### config.mk
export PLATFORM = sky130hd
export DESIGN_NAME = multi_channel_periodic_tick_scheduler
export DESIGN_NICKNAME = d
export VERILOG_FILES = /design/src/rtl/mcpts_pkg.sv /design/src/rtl/multi_channel_periodic_tick_scheduler.sv
export SDC_FILE = /design/constraint.sdc
export NUM_CORES = 1
export LEC_CHECK = 0
export BUFFER_PORTS_ARGS = -buffer_cell sky130_fd_sc_hd__buf_4
export CAP_MARGIN = 40
export CELL_PAD_IN_SITES_DETAIL_PLACEMENT = 0
export CELL_PAD_IN_SITES_GLOBAL_PLACEMENT = 1
export CORE_UTILIZATION = 47
export DETAILED_ROUTE_END_ITERATION = 16
export PLACE_DENSITY = 0.8
export SLEW_MARGIN = 5
export SYNTH_ARGS = -nofsm -noshare
export SYNTH_HDL_FRONTEND = slang
export SYNTH_SLANG_ARGS = --single-unit
### constraint.sdc
create_clock -name clk -period 3.2 [get_ports clk]
set_clock_uncertainty 0.15 [all_clocks]
set_input_delay 0.8 -clock clk [delete_from_list [all_inputs] [get_ports clk]]
set_output_delay 0.8 -clock clk [all_outputs]
set_load 0.01 [all_outputs]
### src/rtl/mcpts_pkg.sv
// ----------------------------------------------------------------------------
// mcpts_pkg: shared types for the periodic tick scheduler
// Step addresses, jump conditions, the control word layout and the
// read-only microprogram that drives the scheduler datapath.
// ----------------------------------------------------------------------------
package mcpts_pkg;

  localparam int STEP_W = 3;

  typedef logic [STEP_W-1:0] step_t;

  // Operation codes of an input word.
  localparam logic OP_TICK = 1'b0;
  localparam logic OP_ADD  = 1'b1;

  // Microprogram addresses.
  localparam step_t STEP_DISPATCH = 3'd0;
  localparam step_t STEP_ADD      = 3'd1;
  localparam step_t STEP_TICK     = 3'd2;
  localparam step_t STEP_READ     = 3'd3;
  localparam step_t STEP_UPDATE   = 3'd4;
  localparam step_t STEP_EMIT     = 3'd5;

  typedef enum logic [2:0] {
    COND_NEXT,      // fall through
    COND_JUMP,      // unconditional jump to target
    COND_DISPATCH,  // wait for start, then branch on the operation
    COND_EMPTY,     // jump to target when no channel is active
    COND_LOOP       // jump to target until the last channel is done
  } cond_t;

  typedef struct packed {
    cond_t cond;
    step_t target;
    logic  do_add;
    logic  do_tick;
    logic  do_read;
    logic  do_update;
    logic  do_emit;
  } ctrl_word_t;

  function automatic ctrl_word_t ucode_rom(input step_t addr);
    ctrl_word_t w;
    w = '{cond: COND_DISPATCH, target: STEP_DISPATCH, default: 1'b0};
    case (addr)
      STEP_DISPATCH: w.cond = COND_DISPATCH;
      STEP_ADD: begin
        w.cond   = COND_JUMP;
        w.target = STEP_DISPATCH;
        w.do_add = 1'b1;
      end
      STEP_TICK: begin
        w.cond    = COND_EMPTY;
        w.target  = STEP_EMIT;
        w.do_tick = 1'b1;
      end
      STEP_READ: begin
        w.cond    = COND_NEXT;
        w.do_read = 1'b1;
      end
      STEP_UPDATE: begin
        w.cond      = COND_LOOP;
        w.target    = STEP_READ;
        w.do_update = 1'b1;
      end
      STEP_EMIT: begin
        w.cond    = COND_JUMP;
        w.target  = STEP_DISPATCH;
        w.do_emit = 1'b1;
      end
      default: w.cond = COND_JUMP;
    endcase
    return w;
  endfunction

endpackage

### src/rtl/multi_channel_periodic_tick_scheduler.sv
// ----------------------------------------------------------------------------
// multi_channel_periodic_tick_scheduler: microcoded periodic timer bank
// Counts ticks and keeps up to NUM_CHANNELS periodic countdown channels.
// ----------------------------------------------------------------------------
// Usage:
//   A word is taken on a rising edge with start high and busy low. With
//   in_operation low the word is a tick; with it high it registers a new
//   channel whose reload period is in_period (slots fill in order, and a
//   registration is refused once all slots are taken).
//   Every word produces exactly one result, shown on the out_ ports for a
//   single cycle while out_strobe is high. The receiver cannot stall; the
//   result is simply presented for that one cycle.
// Timing:
//   A registration keeps busy high for its ADD step only. A tick keeps busy
//   high through the TICK step, one READ/UPDATE step pair per active channel
//   and the EMIT step. The ADD or EMIT step sets the registered out_strobe,
//   which rises as busy falls. The cost comes from the microprogram walking
//   the channel memories one slot per read/update step pair.
// Reset:
//   rst_n is synchronous, active low. It clears the tick count and the
//   number of active channels; the channel memories are not cleared, since
//   only occupied slots are ever read.
// ----------------------------------------------------------------------------
module multi_channel_periodic_tick_scheduler #(
  parameter int NUM_CHANNELS = 8
) (
  input  logic        clk,
  input  logic        rst_n,
  input  logic        start,
  output logic        busy,
  input  logic        in_operation,
  input  logic [15:0] in_period,
  output logic        out_strobe,
  output logic [7:0]  out_fired_mask,
  output logic [31:0] out_tick_count,
  output logic        out_add_accepted,
  output logic [2:0]  out_channel_index
);

  localparam int IDX_W = (NUM_CHANNELS > 1) ? $clog2(NUM_CHANNELS) : 1;
  localparam int CNT_W = $clog2(NUM_CHANNELS + 1);

  mcpts_pkg::ctrl_word_t ctrl;

  // Control state.
  mcpts_pkg::step_t step_r, step_nxt;
  logic [CNT_W-1:0] cnt_r, cnt_nxt;
  logic [31:0]      ticks_r, ticks_nxt;
  logic             out_strobe_r, out_strobe_nxt;

  // Datapath.
  logic [15:0]      period_r;
  logic [IDX_W-1:0] idx_r, idx_nxt;
  logic [7:0]       fired_r, fired_nxt;
  logic [15:0]      rd_cd_r, rd_per_r;
  logic [7:0]       out_fired_r, out_fired_nxt;
  logic [31:0]      out_ticks_r, out_ticks_nxt;
  logic             out_acc_r, out_acc_nxt;
  logic [2:0]       out_idx_r, out_idx_nxt;

  // Memory write port.
  logic             wr_en;
  logic             wr_per_en;
  logic [IDX_W-1:0] wr_addr;
  logic [15:0]      wr_cd_data;

  logic [15:0] per_mem [NUM_CHANNELS];
  logic [15:0] cd_mem  [NUM_CHANNELS];

  logic             full;
  logic             empty;
  logic             last;
  logic [15:0]      cd_dec;
  logic [IDX_W+2:0] idx_ext;
  logic [IDX_W+2:0] slot_ext;

  assign ctrl  = mcpts_pkg::ucode_rom(step_r);
  assign busy  = (step_r != mcpts_pkg::STEP_DISPATCH);
  assign full  = (cnt_r == CNT_W'(NUM_CHANNELS));
  assign empty = (cnt_r == '0);
  assign last  = ((CNT_W'(idx_r) + CNT_W'(1)) == cnt_r);
  assign cd_dec   = rd_cd_r - 16'd1;
  assign idx_ext  = {3'b000, idx_r};
  assign slot_ext = {3'b000, cnt_r[IDX_W-1:0]};

  // Sequencer: next step from the condition field of the control word.
  always_comb begin
    step_nxt = step_r + mcpts_pkg::step_t'(1);
    case (ctrl.cond)
      mcpts_pkg::COND_NEXT: step_nxt = step_r + mcpts_pkg::step_t'(1);
      mcpts_pkg::COND_JUMP: step_nxt = ctrl.target;
      mcpts_pkg::COND_DISPATCH: begin
        if (!start) begin
          step_nxt = step_r;
        end else if (in_operation == mcpts_pkg::OP_ADD) begin
          step_nxt = mcpts_pkg::STEP_ADD;
        end else begin
          step_nxt = mcpts_pkg::STEP_TICK;
        end
      end
      mcpts_pkg::COND_EMPTY: begin
        if (empty) begin
          step_nxt = ctrl.target;
        end
      end
      mcpts_pkg::COND_LOOP: begin
        if (!last) begin
          step_nxt = ctrl.target;
        end
      end
      default: step_nxt = mcpts_pkg::STEP_DISPATCH;
    endcase
  end

  // Datapath actions selected by the control word.
  always_comb begin
    cnt_nxt        = cnt_r;
    ticks_nxt      = ticks_r;
    idx_nxt        = idx_r;
    fired_nxt      = fired_r;
    out_strobe_nxt = 1'b0;
    out_fired_nxt  = out_fired_r;
    out_ticks_nxt  = out_ticks_r;
    out_acc_nxt    = out_acc_r;
    out_idx_nxt    = out_idx_r;
    wr_en          = 1'b0;
    wr_per_en      = 1'b0;
    wr_addr        = idx_r;
    wr_cd_data     = cd_dec;

    if (ctrl.do_add) begin
      out_strobe_nxt = 1'b1;
      out_fired_nxt  = 8'h00;
      out_ticks_nxt  = ticks_r;
      out_acc_nxt    = 1'b0;
      out_idx_nxt    = 3'd0;
      if (!full) begin
        wr_en       = 1'b1;
        wr_per_en   = 1'b1;
        wr_addr     = cnt_r[IDX_W-1:0];
        wr_cd_data  = period_r;
        cnt_nxt     = cnt_r + CNT_W'(1);
        out_acc_nxt = 1'b1;
        out_idx_nxt = slot_ext[2:0];
      end
    end

    if (ctrl.do_tick) begin
      ticks_nxt = ticks_r + 32'd1;
      idx_nxt   = '0;
      fired_nxt = 8'h00;
    end

    if (ctrl.do_update) begin
      wr_en   = 1'b1;
      wr_addr = idx_r;
      idx_nxt = idx_r + IDX_W'(1);
      // A countdown that reaches zero reloads its period and fires.
      if (cd_dec == 16'd0) begin
        wr_cd_data = rd_per_r;
        if (idx_ext < (IDX_W+3)'(8)) begin
          fired_nxt[idx_ext[2:0]] = 1'b1;
        end
      end
    end

    if (ctrl.do_emit) begin
      out_strobe_nxt = 1'b1;
      out_fired_nxt  = fired_r;
      out_ticks_nxt  = ticks_r;
      out_acc_nxt    = 1'b0;
      out_idx_nxt    = 3'd0;
    end
  end

  always_ff @(posedge clk) begin
    if (!rst_n) begin
      step_r       <= mcpts_pkg::STEP_DISPATCH;
      cnt_r        <= '0;
      ticks_r      <= '0;
      out_strobe_r <= 1'b0;
    end else begin
      step_r       <= step_nxt;
      cnt_r        <= cnt_nxt;
      ticks_r      <= ticks_nxt;
      out_strobe_r <= out_strobe_nxt;
    end
  end

  always_ff @(posedge clk) begin
    if (start && !busy) begin
      period_r <= in_period;
    end
    idx_r       <= idx_nxt;
    fired_r     <= fired_nxt;
    out_fired_r <= out_fired_nxt;
    out_ticks_r <= out_ticks_nxt;
    out_acc_r   <= out_acc_nxt;
    out_idx_r   <= out_idx_nxt;
  end

  // Channel memories: one write and one registered read per cycle.
  always_ff @(posedge clk) begin
    if (wr_en) begin
      cd_mem[wr_addr] <= wr_cd_data;
    end
    if (wr_per_en) begin
      per_mem[wr_addr] <= period_r;
    end
    if (ctrl.do_read) begin
      rd_cd_r  <= cd_mem[idx_r];
      rd_per_r <= per_mem[idx_r];
    end
  end

  assign out_strobe        = out_strobe_r;
  assign out_fired_mask    = out_fired_r;
  assign out_tick_count    = out_ticks_r;
  assign out_add_accepted  = out_acc_r;
  assign out_channel_index = out_idx_r;

endmodule

# Word-level counts from Yosys, hierarchy flattened
# Memories as Yosys holds them, arrays and structs flattened. A register that Yosys moved wholly into a read port is not among the register bits.
# Index checks and enable logic that the tools add are counted.
# op_classes
n_addsub	6
muxes	41
n_bitwise	2
eq_ne	12
reduce_logical	11
order_cmp	3
# op_table
operator	n
two-way mux 16 bit	4
two-way mux 32 bit	2
two-way mux 8 bit	6
adder 32 x 1 -> 32 bit (second input constant)	1
two-way mux 3 bit	9
zero test 16 bit	1
subtractor 16 x 1 -> 16 bit (second input constant)	1
two-way mux 1 bit	15
one-hot mux 3 bit (5 select lines)	1
== test 3 x 2 -> 1 bit (second input constant)	4
one-hot mux 3 bit (4 select lines)	1
== test 3 bit (second input constant)	3
< comparator 3 x 4 -> 1 bit (second input constant)	2
bitwise OR 8 bit	1
adder 3 x 1 -> 3 bit (second input constant)	2
== test 3 x 1 -> 1 bit (second input constant)	2
zero test 3 bit	2
one-hot mux 3 bit (2 select lines)	1
adder 3 x 1 -> 4 bit (second input constant)	1
adder 4 x 1 -> 4 bit (second input constant)	1
== test 4 bit	1
== test 4 bit (second input constant)	1
zero test 4 bit	1
nonzero test 2 bit	2
9 further kinds	10
# totals
output_inout_bits	46
wordCells	88
ramBits	256
n_memories	2
inputBits	20
regBits	111
# mem_list
name	depth	word_bits	rd	rd_ports_with_merged_regs	wr	line_no	text
cd_mem	8	16	1	1	1	multi_channel_periodic_tick_scheduler.sv:68	logic [15:0] cd_mem [NUM_CHANNELS];
per_mem	8	16	1	1	1	multi_channel_periodic_tick_scheduler.sv:67	logic [15:0] per_mem [NUM_CHANNELS];

# Logic depth before layout (Yosys ltp)
# logic_depth
depth_word	8
ltp_mapped	9
mapped_depth_nobuf	8

# Least setup slack after synthesis
# OpenSTA, ideal clock, no wires.
# synth_path
kind	register to register
startpoint	register step_r[1]
endpoint	memory per_mem[0][0], enable pin
synth_period_minus_slack_ps	3415
required_time_ps	2641
setup_time_ps	409
stages_incl_launch_ff	9
n_path_buf	2
arrival_time_ps	2856
setup_slack_ps	-215
cell_sequence	dfxtp_1 > clkbuf_1 > inv_1 > ha_1 > nor2b_1 > o21a_1 > clkbuf_1 > nand2_1 > nor3_1
# synth_between
elab_chain_len	5
elab_cells_between_ends	9
cone_classes	2 x eq/ne; 7 x mux
# synth_lines
element	line_no	text
from (decl)	multi_channel_periodic_tick_scheduler.sv:46	mcpts_pkg::step_t step_r, step_nxt;
from (signal assigned)	multi_channel_periodic_tick_scheduler.sv:178	step_r <= mcpts_pkg::STEP_DISPATCH;
from (signal assigned)	multi_channel_periodic_tick_scheduler.sv:183	step_r <= step_nxt;
== test 3 x 1 -> 1 bit	mcpts_pkg.sv:45	case (addr)
two-way mux 1 bit	mcpts_pkg.sv:45	
two-way mux 1 bit	multi_channel_periodic_tick_scheduler.sv:131	if (ctrl.do_add) begin
two-way mux 1 bit	multi_channel_periodic_tick_scheduler.sv:207	if (wr_per_en) begin
two-way mux 1 bit (implied by the code)	multi_channel_periodic_tick_scheduler.sv:208	per_mem[wr_addr] <= period_r;
to (decl)	multi_channel_periodic_tick_scheduler.sv:67	
# Several ways; a longest one is shown, not always the timed one.

# Worst setup path in the final report
# layout_path
startpoint	register rd_cd_r[3] (read register of cd_mem)
endpoint	memory cd_mem[4][15] (data pin)
# layout_between
elab_chain_len	5
elab_cells_between_ends	6
cone_classes	1 x add/sub; 4 x mux; 1 x reduce/logical
# layout_lines
element	line_no	text
from (decl)	multi_channel_periodic_tick_scheduler.sv:55	logic [15:0] rd_cd_r, rd_per_r;
subtractor 16 x 1 -> 16 bit *	multi_channel_periodic_tick_scheduler.sv:82	assign cd_dec = rd_cd_r - 16'd1;
two-way mux 16 bit	multi_channel_periodic_tick_scheduler.sv:137	if (!full) begin
two-way mux 16 bit	multi_channel_periodic_tick_scheduler.sv:131	
two-way mux 16 bit	multi_channel_periodic_tick_scheduler.sv:159	if (cd_dec == 16'd0) begin
two-way mux 16 bit *	multi_channel_periodic_tick_scheduler.sv:154	if (ctrl.do_update) begin
net wr_cd_data[15]	multi_channel_periodic_tick_scheduler.sv:65	logic [15:0] wr_cd_data;
to (decl)	multi_channel_periodic_tick_scheduler.sv:68	
# The timed path passes the listed nets; every way through them passes the cells marked *.

==> flow_metrics.py <==
metrics = {
    "global_routing": {
        "grt_pass1_vias": 9055,
        "grt_max_degree": 68,
        "grt_pass1_wl_um": 53400,
        "grt-ovfl-total": 0,
        "antenna_found_initial": 0,
        "track_usage_pct": 20.1,
    },
    "setup_path": {
        "worstPathRequired_ps": 3330,
        "start_kind": "register",
        "slowest_stage": "edfxtp_1",
        "critPathTopFamily": "simple AND/OR/NAND/NOR gates",
        "crit_fanout": 8,
        "crit_chain": "nor4_4, nand3_1, o31a_1, nor4_2, nand4_4, buf_4, o21ai_1",
        "ff2ff_path_depth": 7,
        "critPathArrivalTime_ps": 3080,
        "cpPeakStageDelay_ps": 550,
        "cp_num_cells": 7,
        "ff2ff_setup_slack_ps": 250,
        "critPathBufInv": 1,
        "crit_path_end_kind": "register",
        "criticalPathCategory": "register to register",
    },
    "timing": {
        "final_hold_viol_count": 0,
        "slew-limit-headroom_pct": 41.7,
        "layout_worst_path_cycle_share_pct": 92.3,
        "rsz0062_at_grt": "false",
        "tightest_slew_ps": 872,
        "worst_slack_ps": 246,
        "max_freq_mhz": 339,
        "maxSlewViolCount": 0,
        "finalSetupViolCount": 0,
        "finalCriticalPeriod_ps": 2950,
    },
    "die": {
        "pin_count": 66,
        "die_w_um": 187,
        "die-area_um2": 35100,
        "initial_core_util_pct": 47.9,
        "core-area_um2": 33700,
        "die_h_um": 187,
        "row_count": 67,
    },
    "yosys": {
        "ys_seq_area_share_pct": 71.0,
        "syn-cell-area_um2": 16100,
        "ys_warn_count": 0,
        "async_flop_share_pct": 0,
        "synth_nets": 1111,
        "yosysTopAreaCell": "edfxtp_1",
        "synth.area.top_cells": "edfxtp_1 65%, mux2_2 6.6%, dfxtp_1 6.5%",
        "avgSynthCellArea_um2": 14.9,
        "dominantRegCellSynth": "edfxtp_1",
        "synth_top_area_share_pct": 64.6,
        "synth_cell_types": 57,
        "synth_edf_count": 347,
        "synthCells": 1080,
        "synth-seq-cells": 399,
    },
    "place": {
        "gp_congestion": 0.823,
        "dp_worst_setup_slack_ps": 30.1,
        "dp_hpwl_um": 21700,
        "numPortBuffers": 65,
    },
    "final_layout": {
        "finish.utilization_pct": 56.2,
        "nFillCells": 2653,
        "final_cell_mix": "347 x edfxtp_1, 122 x buf_4, 94 x mux2_2",
        "nets": 1226,
        "diodes": 0,
        "final_common_cell": "edfxtp_1",
        "layout-area-overhead-vs-synth_pct": 17.4,
        "drive_gt1_share_pct": 25.9,
    },
    "power_and_ir_drop": {
        "intPower_mw": 10.6,
        "p_leak_nw": 6.55,
        "vdd_drop_max_uv": 488,
        "power_mw": 14.6,
        "swShare_pct": 27.6,
        "powerDensity_nw_per_um2": 770,
        "power.switching_mw": 4.02,
        "pwr-share-clk_pct": 34.6,
        "seqPwrFrac_pct": 46.8,
        "comb_power_share_pct": 18.6,
    },
    "clock_tree": {
        "worstSkewPairLatency_ps": 550,
        "clock_sinks": 399,
        "cts.reportedPaths.clkPinSlew_ps": 60,
        "cts_root_buffer": "clkbuf_16",
        "clockBufferDepth": 3,
        "cts_inserted_buffers": 42,
        "htree_levels": 2,
        "cts_tree": "done",
    },
    "route": {
        "route.detailed.drc": 0,
        "viasPerCell": 5.66,
        "firstDrtPassIters": 5,
        "num_vias": 9496,
        "antenna_left": 0,
        "drt-initial-drc-count": 861,
        "routedWlPerCell_um": 21.1,
        "wl_um": 35400,
    },
    "min_path": {
        "hp-class": "primary input to register",
        "min_path_cells": 1,
    },
    "flow_run": {
        "drv_cap": 0,
    },
    "status": {
        "outcome": "finished, final reports clean",
    },
}
==> per-stage QoR <==
step / TNS (ps) / cells / hold WS (ps) / area [µm²]
final: 0 / 1677 / 275 / 19000
after global routing: 0 / 1677 / 257 / 19000
after CTS: 0 / 1673 / 262 / 18900
after detailed placement: 0 / 1595 / 293 / 17500
after global placement: 0 / 1595 / 290 / 17500
after floorplan: -1710 / 1080 / 268 / 16100
==> cell type report <==
cell class,instances,area (µm²),area share [%]
flip-flops and latches,399,11500,60.5
well taps,448,561,2.96
repair buffers,124,956,5.04
clock buffers,51,1100,5.83
inverters,30,113,0.594
multi-input cells,598,4410,23.3
clock inverters,27,349,1.84
==> power groups by stage <==
stage | registers (mW) | clock network (mW) | logic [mW]
after floorplan | 6.86 | 0 | 1.65
after global placement | 6.92 | 0 | 2.65
after detailed placement | 6.94 | 0 | 2.69
after CTS | 6.83 | 5.12 | 2.70
after global routing | 6.87 | 5.32 | 2.93
final | 6.83 | 5.06 | 2.71
==> flip-flops by register name, indices dropped and copies added, names as in the netlist, 4 cells and up <==
register and flops:
ticks_r 32, cnt_r 4, per_mem 128, out_tick_count 32
rd_per_r 16, fired_r 8, cd_mem 128, period_r 16
out_fired_mask 8, rd_cd_r 16
==> worst paths after layout <==
path	start	end
worst max-delay path	rd_cd_r[3]	cd_mem[4][15]
worst min-delay path	in_period[3]	period_r[3]
worst max register to register	rd_cd_r[3]	cd_mem[4][15]
worst min register to register	ticks_r[31]	out_tick_count[31]
==> kinds of logic after synthesis <==
logic type	synth area share, %
AO/OA/AOI/OAI	8.19
XOR/XNOR	2.17
adder cells (fa/ha/maj)	0.853
buffers and inverters	2.02
flip-flops	71.0
multiplexers	7.12
AND/OR/NAND/NOR	8.63
==> cells in the mapped netlist, types with 3 or more instances <==
cell type	number
or3_1	8
nand4b_1	4
inv_1	30
buf_1	7
nor2_1	34
o21ai_2	9
mux2_2	94
and3_1	18
and4_1	3
o21ai_1	7
nand4_1	13
edfxtp_1	347
xor2_1	14
o21ai_0	29
o221ai_1	31
clkbuf_1	44
dfxtp_1	52
a21boi_0	8
xnor2_1	26
a21oi_1	16
nor2b_1	11
a22oi_1	64
nor3_1	15
and2_1	31
ha_1	11
nand3_1	19
nand2b_1	6
nand2_1	85
mux2i_1	6
==> metal layers <==
metal	up-vias	routed length, µm	track usage, %
met5	-	0	0
met4	0	783	6.62
met3	56	2000	2.66
met2	319	17200	33.2
met1	4755	15400	27.5
li1	4366	-	-
==> what timing repair did <==
item                                    in CTS  in global routing
gates resized for setup                      0                  4
hold buffers                                 0                  0
setup buffers                                0                  4
endpoints found under the setup margin       0                 48
Note: power is estimated with default switching activity, not from simulation.
